===== config.mk =====
export PLATFORM = sky130hd
export DESIGN_NAME = int8_absmax_weight_quantizer
export DESIGN_NICKNAME = d
export VERILOG_FILES = /design/src/int8q_pkg.sv /design/src/int8_absmax_weight_quantizer.sv
export SDC_FILE = /design/constraint.sdc
export NUM_CORES = 1
export LEC_CHECK = 0
export BUFFER_PORTS_ARGS = -buffer_cell sky130_fd_sc_hd__buf_4
export CORE_MARGIN = 8
export CORE_UTILIZATION = 55
export CTS_CLUSTER_DIAMETER = 150
export DETAILED_ROUTE_END_ITERATION = 16
export PLACE_DENSITY = 0.8
export SLEW_MARGIN = 5
export SYNTH_ARGS = -nofsm -noshare
export SYNTH_HDL_FRONTEND = slang
export SYNTH_SLANG_ARGS = --single-unit

===== constraint.sdc =====
create_clock -name clk -period 7.96 [get_ports clk]
set_input_delay 1.592 -clock clk [delete_from_list [all_inputs] [get_ports clk]]
set_output_delay 1.592 -clock clk [all_outputs]
set_load 0.02 [all_outputs]

===== src/int8q_pkg.sv =====
package int8q_pkg;

  localparam int THR_W   = 16;
  localparam int FLOOR_W = 15;
  localparam int ACT_W   = 16;
  localparam int CODE_W  = 8;
  localparam int CFG_W   = 16;
  localparam int IDX_W   = 1;

  localparam logic [IDX_W-1:0] CFG_OUTLIER_THRESHOLD = 1'd0;
  localparam logic [IDX_W-1:0] CFG_ABSMAX_FLOOR      = 1'd1;

  localparam logic [THR_W-1:0]   THR_RESET   = 16'd1536;
  localparam logic [FLOOR_W-1:0] FLOOR_RESET = 15'd1;

  typedef enum logic [1:0] {
    ST_IDLE,
    ST_MUL,
    ST_DIV,
    ST_OUT
  } state_t;

endpackage


===== src/int8_absmax_weight_quantizer.sv =====
// INT8 absmax weight quantizer, one output channel with outlier columns.
// Stream the channel row twice over the input channel (in_valid/in_stall):
// first with mode 0 (measure), then with mode 1 (quantize); row_last marks
// the final element of each pass. Only the last measure element gives a
// result: a report (result_kind 1) with the floored channel absmax in
// value_out. Every quantize element gives one result: outlier columns pass
// the weight through with outlier_flag set, regular columns give a rounded,
// clipped int8_code.
// One item is in flight at a time. A measure element that is not last is
// absorbed at its transfer; the next item can follow in the next cycle.
// Reports and outlier results pass through ST_OUT into the output register.
// Regular quantize elements go through ST_MUL, ST_DIV and ST_OUT: multiply
// by CODE_MAX, one restoring-division step per quotient bit, rounding into
// the output register; the input reopens as the result enters it.
// The output register holds a result while out_stall is high; the next item
// is still taken and finishes into its work registers, then waits for the
// output register to free up. Registers are written over cfg_write /
// cfg_index / cfg_data while the block is idle; the user is bound to this,
// the block itself does not enforce it. rst (synchronous) clears the running
// max, sets the channel absmax to one and the registers to defaults.
module int8_absmax_weight_quantizer #(
  parameter int WEIGHT_BITS = 16,
  parameter int CODE_MAX    = 127
) (
  input  logic                                clk,
  input  logic                                rst,
  input  logic                                cfg_write,
  input  logic [int8q_pkg::IDX_W-1:0]         cfg_index,
  input  logic [int8q_pkg::CFG_W-1:0]         cfg_data,
  input  logic                                in_valid,
  output logic                                in_stall,
  input  logic                                mode,
  input  logic signed [WEIGHT_BITS-1:0]       weight_value,
  input  logic [int8q_pkg::ACT_W-1:0]         column_act_absmax,
  input  logic                                row_last,
  output logic                                out_valid,
  input  logic                                out_stall,
  output logic                                result_kind,
  output logic signed [int8q_pkg::CODE_W-1:0] int8_code,
  output logic                                outlier_flag,
  output logic signed [WEIGHT_BITS-1:0]       value_out
);

  localparam int WB    = WEIGHT_BITS;
  localparam int QB    = $clog2(CODE_MAX + 1);
  localparam int NW    = WB - 1 + QB;
  localparam int CA_W  = (WB - 1 > int8q_pkg::FLOOR_W) ? WB - 1 : int8q_pkg::FLOOR_W;
  localparam int CNT_W = $clog2(QB);
  localparam int CW    = int8q_pkg::CODE_W;

  int8q_pkg::state_t state, state_next;

  logic [int8q_pkg::THR_W-1:0]   thr;
  logic [int8q_pkg::FLOOR_W-1:0] floor_reg;
  logic [WB-2:0]                 running;
  logic [CA_W-1:0]               chan;

  logic          job_div, job_kind, job_flag, job_neg;
  logic [WB-1:0] job_value;
  logic [WB-1:0] abs_w;

  logic [CA_W:0]      part;
  logic [QB-1:0]      nlow;
  logic [QB-1:0]      quo;
  logic               sat;
  logic [CNT_W-1:0]   cnt;

  logic acc, out_free, out_load;

  // accept-side arithmetic
  logic                        outl;
  logic [WB-1:0]               mag_full;
  logic [WB-2:0]               a_sat;
  logic [WB-2:0]               run_new;
  logic [int8q_pkg::FLOOR_W-1:0] fl_eff;
  logic [CA_W-1:0]             ch_new;

  always_comb begin
    outl     = column_act_absmax > thr;
    mag_full = weight_value[WB-1] ? (~weight_value + WB'(1)) : weight_value;
    a_sat    = mag_full[WB-1] ? '1 : mag_full[WB-2:0];
    run_new  = (!outl && a_sat > running) ? a_sat : running;
    fl_eff   = (floor_reg == '0) ? int8q_pkg::FLOOR_W'(1) : floor_reg;
    ch_new   = (CA_W'(run_new) > CA_W'(fl_eff)) ? CA_W'(run_new) : CA_W'(fl_eff);
  end

  // multiply and divide step
  logic [WB+QB-1:0] prod;
  logic [NW-1:0]    n;
  logic [WB-2:0]    n_hi;
  logic             n_sat;
  logic [CA_W:0]    trial;
  logic             qbit;

  always_comb begin
    prod  = (WB+QB)'(abs_w) * (WB+QB)'(CODE_MAX);
    n     = prod[NW-1:0];
    n_hi  = n[NW-1:QB];
    n_sat = CA_W'(n_hi) >= chan;
    trial = {part[CA_W-1:0], nlow[QB-1]};
    qbit  = trial >= {1'b0, chan};
  end

  // rounding
  logic [CA_W:0]   twice_r;
  logic            round_up;
  logic [QB:0]     qr;
  logic [CW-1:0]   mag8;
  logic [CW-1:0]   code_next;

  always_comb begin
    twice_r  = {part[CA_W-1:0], 1'b0};
    round_up = (twice_r > {1'b0, chan}) || (twice_r == {1'b0, chan} && quo[0]);
    qr       = {1'b0, quo} + (QB+1)'(round_up);
    if (sat || qr > (QB+1)'(CODE_MAX)) begin
      mag8 = CW'(CODE_MAX);
    end else begin
      mag8 = CW'(qr);
    end
    if (!job_div) begin
      code_next = '0;
    end else if (job_neg) begin
      code_next = -mag8;
    end else begin
      code_next = mag8;
    end
  end

  always_comb begin
    state_next = state;
    unique case (state)
      int8q_pkg::ST_IDLE: begin
        if (acc) begin
          priority if (mode && !outl) state_next = int8q_pkg::ST_MUL;
          else if (!mode && !row_last) state_next = int8q_pkg::ST_IDLE;
          else state_next = int8q_pkg::ST_OUT;
        end
      end
      int8q_pkg::ST_MUL: state_next = int8q_pkg::ST_DIV;
      int8q_pkg::ST_DIV: begin
        if (cnt == CNT_W'(QB - 1)) state_next = int8q_pkg::ST_OUT;
      end
      int8q_pkg::ST_OUT: begin
        if (out_free) state_next = int8q_pkg::ST_IDLE;
      end
      default: state_next = int8q_pkg::ST_IDLE;
    endcase
  end

  always_comb begin
    in_stall = (state != int8q_pkg::ST_IDLE);
    acc      = in_valid && !in_stall;
    out_free = !out_valid || !out_stall;
    out_load = (state == int8q_pkg::ST_OUT) && out_free;
  end

  always_ff @(posedge clk) begin
    if (rst) begin
      state     <= int8q_pkg::ST_IDLE;
      thr       <= int8q_pkg::THR_RESET;
      floor_reg <= int8q_pkg::FLOOR_RESET;
      running   <= '0;
      chan      <= CA_W'(1);
      out_valid <= 1'b0;
    end else begin
      state <= state_next;
      if (cfg_write) begin
        unique case (cfg_index)
          int8q_pkg::CFG_OUTLIER_THRESHOLD: thr       <= cfg_data;
          int8q_pkg::CFG_ABSMAX_FLOOR:      floor_reg <= cfg_data[int8q_pkg::FLOOR_W-1:0];
          default: ;
        endcase
      end
      if (acc && !mode) begin
        if (row_last) begin
          chan    <= ch_new;
          running <= '0;
        end else begin
          running <= run_new;
        end
      end
      if (out_load) begin
        out_valid <= 1'b1;
      end else if (!out_stall) begin
        out_valid <= 1'b0;
      end
    end
  end

  always_ff @(posedge clk) begin
    if (acc) begin
      job_kind  <= !mode;
      job_flag  <= mode && outl;
      job_div   <= mode && !outl;
      job_neg   <= weight_value[WB-1];
      abs_w     <= mag_full;
      job_value <= !mode ? WB'(ch_new) : (outl ? weight_value : '0);
    end
    unique case (state)
      int8q_pkg::ST_MUL: begin
        sat  <= n_sat;
        part <= n_sat ? '0 : (CA_W+1)'(n_hi);
        nlow <= n[QB-1:0];
        quo  <= '0;
        cnt  <= '0;
      end
      int8q_pkg::ST_DIV: begin
        part <= qbit ? (trial - {1'b0, chan}) : trial;
        nlow <= {nlow[QB-2:0], 1'b0};
        quo  <= {quo[QB-2:0], qbit};
        cnt  <= cnt + CNT_W'(1);
      end
      default: ;
    endcase
    if (out_load) begin
      result_kind  <= job_kind;
      outlier_flag <= job_flag;
      value_out    <= job_value;
      int8_code    <= code_next;
    end
  end

  a_rem_below_div: assert property (@(posedge clk) disable iff (rst)
    state == int8q_pkg::ST_DIV |-> part < {1'b0, chan})
    else $error("division remainder not below divisor");

  a_busy_after_accept: assert property (@(posedge clk) disable iff (rst)
    acc && mode |=> state != int8q_pkg::ST_IDLE)
    else $error("quantize element accepted but block went idle");

  a_report_clean: assert property (@(posedge clk) disable iff (rst)
    out_valid && result_kind |-> int8_code == '0 && !outlier_flag)
    else $error("report carries code or outlier flag");

  a_outlier_clean: assert property (@(posedge clk) disable iff (rst)
    out_valid && outlier_flag |-> int8_code == '0 && !result_kind)
    else $error("outlier result carries a code");

  a_chan_nonzero: assert property (@(posedge clk) disable iff (rst)
    chan != '0)
    else $error("channel absmax is zero");

endmodule


Word level (Yosys, flattened, before mapping):

Index checks and enable logic that the tools add are counted.

* $add $sub $neg: 5
* multiply operators: 1
* order comparisons: 7
* equal/unequal tests: 9
* muxes and demuxes: 24
* bitwise gates (word level): 2
* reductions and logical operators: 26

Operators by type and width (count)
* 15-bit two-way mux: 9
* 15-bit greater-than comparator: 2
* 15-bit one-hot mux with 2 select lines: 1
* 7-bit one-hot mux with 2 select lines: 2
* 16-bit by 7-bit multiplier with 22-bit output (second input constant): 1
* 16-bit by 2-bit adder with 16-bit output (second input constant): 1
* 16-bit by 15-bit equality test with 1-bit output: 1
* 16-bit by 15-bit >= comparator with 1-bit output: 1
* 16-bit by 15-bit greater-than comparator with 1-bit output: 1
* 16-bit greater-than comparator: 1
* 16-bit two-way mux: 1
* 8-bit two-way mux: 2
* 16-bit NOT: 1
* 15-bit >= comparator: 1
* 15-bit zero test: 1
* 15-bit subtractor: 1
* 2-bit two-way mux: 5
* 7-bit by 1-bit adder with 8-bit output: 1
* 8-bit by 7-bit greater-than comparator with 1-bit output (second input constant): 1
* 1-bit logical AND: 8
* 8-bit negation: 1
* 2-bit one-hot mux with 4 select lines: 1
* 2-bit AND reduction: 4
* 1-bit zero test: 6
* 13 further kinds: 20

* register bits: 159
* output and inout bits: 28
* word-level logic and storage cells: 96

Logic depth before layout (Yosys ltp):

Gate-level depths: netlist of the first run.

* depth after elaboration: 10
* mapped depth: 27

Least setup slack after synthesis of the first run:

OpenSTA, ideal clock, no wires.

* path kind: in2reg
* start: input weight_value[5]
* end: register job_value[3] (data pin)
* setup time: 0.261 ns
* arrival time: 6.860 ns
* data required time: 7.699 ns
* path slack: 0.839 ns
* stages on the path: 27
* path through: or4_4 -> nand3b_4 -> or4_4 -> buf_6 -> inv_1 -> nor2_1 -> ha_1 -> nor2b_1 -> o21ai_0 -> a21oi_1 -> o31ai_1 -> a222oi_1 -> buf_4 -> buf_6 -> mux2i_1 -> inv_1 -> ha_1 -> a21o_1 -> a21o_1 -> a21o_1 -> a211oi_1 -> o21ai_0 -> o21ai_0 -> clkbuf_1 -> buf_1 -> nor3_1 -> a221o_1

* longest elaborated chain between the ends: 10

Ends and longest elaborated chain
* from (decl): line int8_absmax_weight_quantizer.sv:33 `input logic signed [WEIGHT_BITS-1:0] weight_value,`
* 16-bit NOT *: line int8_absmax_weight_quantizer.sv:80 `mag_full = weight_value[WB-1] ? (~weight_value + WB'(1)) : weight_value;`
* 16-bit by 2-bit adder with 16-bit output *: line int8_absmax_weight_quantizer.sv:80
* 16-bit two-way mux *: line int8_absmax_weight_quantizer.sv:80
* net mag_full[15]: line int8_absmax_weight_quantizer.sv:72 `logic [WB-1:0] mag_full;`
* 15-bit two-way mux *: line int8_absmax_weight_quantizer.sv:81 `a_sat = mag_full[WB-1] ? '1 : mag_full[WB-2:0];`
* 15-bit greater-than comparator: line int8_absmax_weight_quantizer.sv:82 `run_new = (!outl && a_sat > running) ? a_sat : running;`
* 1-bit logical AND: line int8_absmax_weight_quantizer.sv:82
* 15-bit two-way mux *: line int8_absmax_weight_quantizer.sv:82
* 15-bit greater-than comparator: line int8_absmax_weight_quantizer.sv:84 `ch_new = (CA_W'(run_new) > CA_W'(fl_eff)) ? CA_W'(run_new) : CA_W'(fl_eff);`
* 15-bit two-way mux *: line int8_absmax_weight_quantizer.sv:84
* 15-bit two-way mux *: line int8_absmax_weight_quantizer.sv:197 `job_value <= !mode ? WB'(ch_new) : (outl ? weight_value : '0);`
* to (signal assigned): line int8_absmax_weight_quantizer.sv:197
* to (decl): line int8_absmax_weight_quantizer.sv:59 `logic [WB-1:0] job_value;`

The timed path passes the listed nets; every way through them passes the cells marked *.
A chain may end at the register's enable or synchronous reset.

Final worst setup path of the first run:

* start: input weight_value[5]
* end: register job_value[6] (data pin)

Same word-level chain as after synthesis.

==> metrics, run 1 <==
CTS tree=built; First-pass DRT Iterations=5; slowest cell on the critical path=or4_4; fin crit period=7.10 ns; Final setup viols=0; syn_nets=1,451; fin nets=1,535; DR WL/cell=18.9 µm; fraction of layout cells with a size suffix above 1=0.116; placer congestion estimate=0.929; TNS Setup=0 ns; pin count of the biggest net entering global routing=39; total gr overflow=0; vias per cell=5.86; skew final=0.0120 ns; Worst EP required=8.25 ns; RSZ-0062 raised after global routing=no; Post-synth EDFFs=95; total track usage=0.235; Max clock buf depth=2; Post-Syn Instances=1,217; PostCTS Resize Cnt=0; final hold vios=0; Worst Setup End Kind=register; setup bufs post-CTS=0; Tcrit/Tclk final=0.892; CP max FO=38; ant diodes=0; Horiz. Die Dim=162 µm; total clock sinks=159; number of routed nets with antenna violations=0; via count=9,319; Starting DRT DRC Count=963; main flop type after synthesis=edfxtp_1; I/O pin count=84; Die Height=162 µm; DRC Markers=0; Critical Path AT=7.40 ns; clk root buf=clkbuf_16; area of the mapped netlist=11,700 µm²; core area=21,000 µm²; Worst slew margin=0.275; post-synthesis sequential area ratio=0.352; Crit path top cell by count=buf_4; DP HPWL=23,400 µm; fill count=1,751; CP startpoint kind=input pin; Site Rows=53; clk_lat worst skew=0.44 ns; antenna violations before repair=0; MaxCap Viol Count=0; Max Freq=0.141 GHz; Largest stage delay, worst path=0.63 ns; Clock Pin Slew Worst Setup and Hold Paths=0.07 ns; CTS buffer count=17; Slew @ Worst Pin=1.09 ns; status=complete, no violations; vias in the first global route=9,533; Synth Register Bits=159; worst setup path class=input pin to register; H-tree depth=4; HP Class=register to register; cts hold-fix bufs=0; max-slew violation count=0; ys async rst share=0; unique cell type count in the Yosys netlist=71; Initial Util=0.560; die footprint=26,300 µm²; CP Cell Sequence=buf_4 -> or4_4 -> nand3b_4 -> or4_4 -> inv_1 -> nor2_1 -> ha_1 -> nor2b_1 -> o21ai_0 -> a21oi_1 -> o31ai_1 -> a222oi_1 -> buf_4 -> mux2i_1 -> inv_1 -> ha_1 -> a21o_1 -> a21o_1 -> a211oi_1 -> o21ai_0 -> o21ai_2 -> buf_4 -> and2_1 -> a221o_1; drt total wl=30,000 µm; first-pass GRT wire length=49,000 µm; Syn Area/Cell=9.64 µm²; I/O Buffers=83; Synth Warn #=0; Layout Area Growth over Synthesis=13.5%
[worst paths after layout]
kind	from	endpoint	slack, ns	cells after the start
worst min-delay path	job_flag	outlier_flag	0.42	0
worst max register to register	abs_w[4]	part[10]	0.89	23
worst max-delay path	weight_value[5]	job_value[6]	0.86	24
worst min register to register	job_flag	outlier_flag	0.42	0
[cell usage in the layout (no fill, tap or decap), drive strengths merged, types with 4 or more instances in the layout]
cell	netlist	layout
inv	165	173
nand4	11	11
nand3	15	15
nor2	60	60
and2	16	16
a211o	4	4
xnor2	40	40
dfxtp	64	64
edfxtp	95	95
buf	10	101
nand2	120	120
o211ai	5	5
a221o	23	23
ha	124	124
nor3	32	32
a21oi	77	77
o21a	11	11
clkbuf	26	21
mux2i	25	25
a32oi	7	7
clkinv	1	4
a31oi	10	10
and3	7	7
xor2	13	13
nor4	4	4
a21o	28	28
o31ai	11	11
o21ai	56	56
fa	54	54
nand2b	26	26
a211oi	5	5
nor2b	14	14
[cells by family (layout without fill, tap and decap cells)]
kind of cell / after synthesis / count (layout) / share of synthesized area
simple gates: 327 / 327 / 0.137
compound gates: 270 / 270 / 0.154
buf+inv: 202 / 299 / 0.0663
fa+ha+maj: 178 / 178 / 0.224
flops: 159 / 159 / 0.352
xor+xnor: 53 / 53 / 0.0396
mux: 28 / 28 / 0.0263
[layer usage]
metal | part of all wire | global-route usage | vias up
met2 | 0.48 | 0.405 | 377
met3 | 0.069 | 0.0390 | 81
li1 | - | - | 4434
met5 | 0 | 0 | -
met4 | 0.040 | 0.0943 | 0
met1 | 0.41 | 0.289 | 4427
[critical path: cells and delay by family]
kind,cells,cell delay [ns]
simple gates,6,1.92
buf+inv,5,0.96
compound gates,10,1.86
mux,1,0.53
fa+ha+maj,2,0.49
[synth_stat cells, drive strengths merged, types with 3 or more instances]
library cell / number / area (µm²)
nand2: 120 / 450
clkbuf: 26 / 97.6
dfxtp: 64 / 1280
a21boi: 3 / 22.5
a211oi: 5 / 37.5
nor3: 32 / 160
and2: 16 / 100
a21oi: 77 / 385
ha: 124 / 1550
o21ai: 56 / 280
and3: 7 / 43.8
or4: 3 / 30.0
a21o: 28 / 210
nor4: 4 / 25.0
o31ai: 11 / 92.6
a22o: 3 / 26.3
or2: 3 / 18.8
o2bb2ai: 3 / 26.3
nand3: 15 / 75.1
nand2b: 26 / 178
mux2: 3 / 33.8
o21bai: 3 / 22.5
nor2: 60 / 225
edfxtp: 95 / 2850
xor2: 13 / 114
nand3b: 3 / 35.0
o21a: 11 / 82.6
fa: 54 / 1080
nor2b: 14 / 87.6
o211ai: 5 / 37.5
a221o: 23 / 230
a31oi: 10 / 62.6
nand4: 11 / 68.8
inv: 165 / 619
buf: 10 / 57.6
and4: 3 / 26.3
and3b: 3 / 26.3
a32oi: 7 / 61.3
a211o: 4 / 35.0
mux2i: 25 / 275
xnor2: 40 / 350
[per-stage QoR]
| step | instance area, µm² | setup slack (ns) | hold WS, ns | utilization | cells |
|---|---|---|---|---|---|
| CTS | 13300 | 0.945 | 0.420 | 0.636 | 1589 |
| detailed placement | 12700 | 0.597 | 0.410 | 0.606 | 1557 |
| finish | 13300 | 0.857 | 0.420 | 0.636 | 1589 |
| global placement | 12700 | 0.716 | 0.404 | 0.606 | 1557 |
| global route | 13300 | 0.469 | 0.428 | 0.636 | 1589 |
| floorplan | 11700 | 0.839 | 0.400 | - | 1217 |
[cell type report]
type	instances	area [µm²]	share of cell area
clock inverter	11	106	0.00799
tap	275	344	0.0258
timing repair buffer	101	758	0.0569
inverter	166	623	0.0468
clock buffer	21	514	0.0386
sequential	159	4130	0.310
multi-input combinational	856	6840	0.513
Power of run 1 is not shown: default switching activity piles up to over one toggle a cycle in this logic, so the estimate is an artifact.
==> inputs of run 2 (changes only) <==
clock period = 6.8 ns   (was 7.96 ns; I/O delays follow)
==> metrics, run 2 (synthesis results as in run 1) <==
CP Cell Sequence=buf_4 -> or4_4 -> nand3b_4 -> o41ai_1 -> xnor2_1 -> nand2b_1 -> ha_1 -> nand4_1 -> nor2_1 -> o31ai_1 -> a222oi_1 -> buf_4 -> buf_4 -> mux2i_1 -> inv_1 -> ha_1 -> a21o_1 -> a21o_1 -> a211oi_1 -> o21ai_0 -> o21ai_2 -> buf_12 -> and2_1 -> a221o_1; fraction of layout cells with a size suffix above 1=0.124 (+0.00819); DP HPWL=23,500 µm (+0.51%); MaxCap Viol Count=0 (unchanged); skew final=0.00961 ns (-0.00239 ns); HP Class=register to register; total gr overflow=0 (unchanged); RSZ-0062 raised after global routing=no; first-pass GRT wire length=48,800 µm (-0.52%); DR WL/cell=18.6 µm (-1.2%); antenna violations before repair=1 (+1); met3 usage=0.0504 (+0.0114); Layout Area Growth over Synthesis=13.8%; max-slew violation count=0 (unchanged); ant diodes=0 (unchanged); fin crit period=6.53 ns; drt total wl=29,800 µm (-0.53%); via count=9,251 (-0.73%); Worst slew margin=0.252 (-0.0223); R2R depth=24 (+4.3%); Critical Path AT=6.83 ns (-0.57 ns); CTS tree=built; First-pass DRT Iterations=5 (unchanged); Site Rows=53 (unchanged); placer congestion estimate=1.03 (+11%); Clock Pin Slew Worst Setup and Hold Paths=0.07 ns (about the same); cts hold-fix bufs=0 (unchanged); vias in the first global route=9,465 (-0.71%); GRT Max-Usage Layer=met2; Slew @ Worst Pin=1.12 ns (+0.0311 ns); Tcrit/Tclk final=0.961; Die Height=162 µm (unchanged); Largest stage delay, worst path=0.57 ns (-0.06 ns); Final setup viols=0 (unchanged); Crit path top cell by count=buf_4; Post-DP Area=12,800 µm² (+0.69%); Worst EP required=7.10 ns (-1.15 ns); clk root buf=clkbuf_16; CTS buffer count=17 (unchanged); I/O pin count=84 (unchanged); slowest cell on the critical path=or4_4; commonest non-fill, non-tap cell in the layout=inv_1; M1 GR Usage=0.286 (-0.00272); CP startpoint kind=input pin; core area=21,000 µm² (unchanged); clk_lat worst skew=0.44 ns (about the same); post-route cell area=13,400 µm² (+0.29%); Max Freq=0.153 GHz; Worst Setup End Kind=register; I/O Buffers=83 (unchanged); met2 Usage GRT=0.400 (-0.00533); pin count of the biggest net entering global routing=39 (unchanged); vias per cell=5.79 (-1.4%); commonest non-fill, non-tap cells in the layout=166 x inv_1, 124 x ha_1, 120 x nand2_1; DRC Markers=0 (unchanged); hold path depth=0 (unchanged); total track usage=0.234 (-0.000976); Starting DRT DRC Count=673 (-30%); Horiz. Die Dim=162 µm (unchanged); H-tree depth=4 (unchanged); fill count=1,761 (+0.57%); Max clock buf depth=2 (unchanged); die footprint=26,300 µm² (unchanged); worst setup path class=input pin to register; CP max FO=37 (-2.6%); fin nets=1,545 (+0.65%); status=complete, no violations; number of routed nets with antenna violations=0 (unchanged); total clock sinks=159 (unchanged); Initial Util=0.560 (unchanged); final hold vios=0 (unchanged)
## run 2: cell count changes in the layout (fill, tap and decap cells not counted), sizes merged
cell      change
clkinvlp      +1
inv           +2
buf          +10
clkbuf        -3
## run 2: path summary, 6_finish.rpt
kind / startpoint / to / slack, ns
hold reg to reg: job_value[15] / value_out[15] / 0.42
setup reg to reg: abs_w[3] / part[10] / 0.34
hold / removal: job_value[15] / value_out[15] / 0.42
setup / recovery: weight_value[5] / job_value[3] / 0.27
## run 2: what timing repair did
action,CTS,global route
hold endpoints to repair,0,0
endpoints found under the setup margin,0,11
gates resized for setup,0,4
setup buffers,0,0
## run 2: layout make-up
class,count,area [µm²],area share
clock buffers,18,429,0.0321
clock inverters,14,124,0.00927
inverters,166,623,0.0467
multi-input cells,856,6860,0.513
flip-flops and latches,159,4130,0.310
well taps,275,344,0.0258
repair buffers,111,846,0.0633
## run 2: layer usage
metal  part of all wire  vias up  wire [µm]
li1                   -     4442          -
met1               0.42     4420      12400
met2               0.49      314      14600
met3              0.064       73       1900
met4              0.031        2        929
met5            0.00040        -         12
## run 2: stage by stage
| step | TNS, ns | worst slack (ns) | hold slack (ns) | instances | utilization |
|---|---|---|---|---|---|
| 2_1_floorplan | 0 | 0.0956 | 0.400 | 1217 | - |
| 3_3_place_gp | 0 | 0.0629 | 0.401 | 1567 | 0.610 |
| 3_5_place_dp | -0.907 | -0.110 | 0.406 | 1567 | 0.610 |
| 4_1_cts | 0 | 0.176 | 0.425 | 1599 | 0.636 |
| 5_1_grt | 0 | 0.00769 | 0.427 | 1599 | 0.637 |
| 6_report | 0 | 0.265 | 0.424 | 1599 | 0.637 |
## run 2: critical path: cells and delay by family
kind,cells,cell delay (ns)
adders and majority gates,2,0.64
muxes,1,0.25
AOI/OAI and AO/OA,9,1.95
xor gates and xnor gates,1,0.15
and+or+nand+nor,6,1.64
buffers and inverters,5,0.82
Power of run 2 is left out for the same reason.
==> inputs of run 3 (changes only) <==
SKIP_LAST_GASP = 1   (was unset)
clock period = 6.6 ns   (was 6.8 ns; I/O delays follow)
==> metrics, run 3 (synthesis results as in run 1) <==
final hold vios=0 (unchanged); vias per cell=5.90 (+2.0%); status=complete, no violations; antenna violations before repair=0 (-1); core area=21,000 µm² (unchanged); Max clock buf depth=2 (unchanged); skew final=0.0147 ns (+0.00504 ns); clk_lat worst skew=0.44 ns (about the same); Worst slew margin=0.212 (-0.0409); Max Freq=0.157 GHz; CP startpoint kind=register; DP HPWL=23,300 µm (-1.0%); CTS buffer count=17 (unchanged); drt total wl=29,800 µm (-0.13%); DRC Markers=0 (unchanged); CP max FO=7 (-81%); Util after Layout=0.643 (+0.00591); fin nets=1,552 (+0.45%); fraction of layout cells with a size suffix above 1=0.133 (+0.00912); Slew @ Worst Pin=1.18 ns (+0.0612 ns); Die Height=162 µm (unchanged); TNS Setup=0 ns (unchanged); register area=4130 µm² (unchanged); via count=9,475 (+2.4%); H-tree depth=4 (unchanged); total track usage=0.231 (-0.00340); clk root buf=clkbuf_16; Horiz. Die Dim=162 µm (unchanged); first-pass GRT wire length=48,500 µm (-0.62%); placer congestion estimate=0.992 (-3.6%); commonest non-fill, non-tap cell in the layout=inv_1; Post-DP Area=12,800 µm² (+0.27%); worst setup path class=register to register; Tcrit/Tclk final=0.966; Final setup viols=0 (unchanged); Worst EP required=6.87 ns (-0.23 ns); total clock sinks=159 (unchanged); Critical Path AT=6.65 ns (-0.18 ns); Starting DRT DRC Count=858 (+27%); commonest non-fill, non-tap cells in the layout=165 x inv_1, 124 x ha_1, 120 x nand2_1; First-pass DRT Iterations=6 (+1); DR WL/cell=18.5 µm (-0.57%); fin crit period=6.38 ns; max-slew violation count=0 (unchanged); post-route insts no fill=1,606 (+0.44%); CTS tree=built; Initial Util=0.560 (unchanged); Layout Area Growth over Synthesis=14.9%; I/O pin count=84 (unchanged); cts hold-fix bufs=0 (unchanged); pin count of the biggest net entering global routing=39 (unchanged); HP Class=register to register; fill count=1,683 (-4.4%); post-route cell area=13,500 µm² (+0.93%); DP Cell Count=1,570 (+0.19%); Site Rows=53 (unchanged); I/O Buffers=83 (unchanged); die footprint=26,300 µm² (unchanged); Worst Setup End Kind=register; vias in the first global route=9,412 (-0.56%); MaxCap Viol Count=0 (unchanged); multi-input logic area=6880 µm² (+0.27%); total gr overflow=0 (unchanged); ant diodes=0 (unchanged); Clock Pin Slew Worst Setup and Hold Paths=0.07 ns (about the same); number of routed nets with antenna violations=0 (unchanged)
-- run 3: changes by cell type in the layout (fill, tap and decap cells not counted), moves of 2 or more --
cell / delta
clkinv_8: +3
buf_4: +7
mux2i_1: -2
inv_8: +3
inv_6: -4
-- run 3: layer usage --
layer / routed length (µm) / vias up / track usage
met3: 2040 / 62 / 0.0377
li1: - / 4459 / -
met2: 14400 / 394 / 0.390
met4: 840 / 0 / 0.0846
met5: 0 / - / 0
met1: 12500 / 4560 / 0.293
-- run 3: worst max-delay path, cell delays in order, from the launching register on --
cell and delay, ns:
edfxtp_1 0.47, inv_1 0.14, fa_1 0.59, inv_1 0.09
fa_1 0.48, ha_1 0.33, xor2_1 0.20, fa_1 0.52
inv_1 0.04, ha_1 0.35, a2111o_1 0.44, a21oi_2 0.16
nor2_1 0.08, a21oi_2 0.20, a311oi_2 0.18, a31oi_1 0.24
xnor2_1 0.21, ha_1 0.31, a21o_1 0.17, a211o_1 0.29
o22a_1 0.25, nor2_1 0.15, buf_4 0.17, nand2_1 0.07
o211ai_1 0.09
-- run 3: path summary, 6_finish.rpt --
check | end | startpoint | slack [ns] | depth (start not counted)
worst max-delay path | part[10] | abs_w[3] | 0.22 | 24
worst min-delay path | result_kind | job_kind | 0.42 | 0
worst min register to register | result_kind | job_kind | 0.42 | 0
worst max register to register | part[10] | abs_w[3] | 0.22 | 24
-- run 3: per-stage QoR --
stage	worst slack, ns	hold slack, ns
CTS	0.0650	0.427
floorplan	0.00877	0.400
finish	0.223	0.423
global placement	-0.0216	0.402
global route	-0.0313	0.436
detailed placement	-0.189	0.411
-- run 3: cell type report --
class / instances / share of cell area
Inverter: 166 / 0.0462
Timing Repair Buffer: 118 / 0.0666
Sequential cell: 159 / 0.307
Tap cell: 275 / 0.0255
Clock buffer: 18 / 0.0326
Clock inverter: 14 / 0.0123
Multi-Input combinational cell: 856 / 0.510
-- run 3: timing repair --
item / in CTS / in global routing
buffers inserted: 0 / 4
setup endpoints to repair: 0 / 43
resized for setup: 0 / 8
Power of run 3 is left out for the same reason.
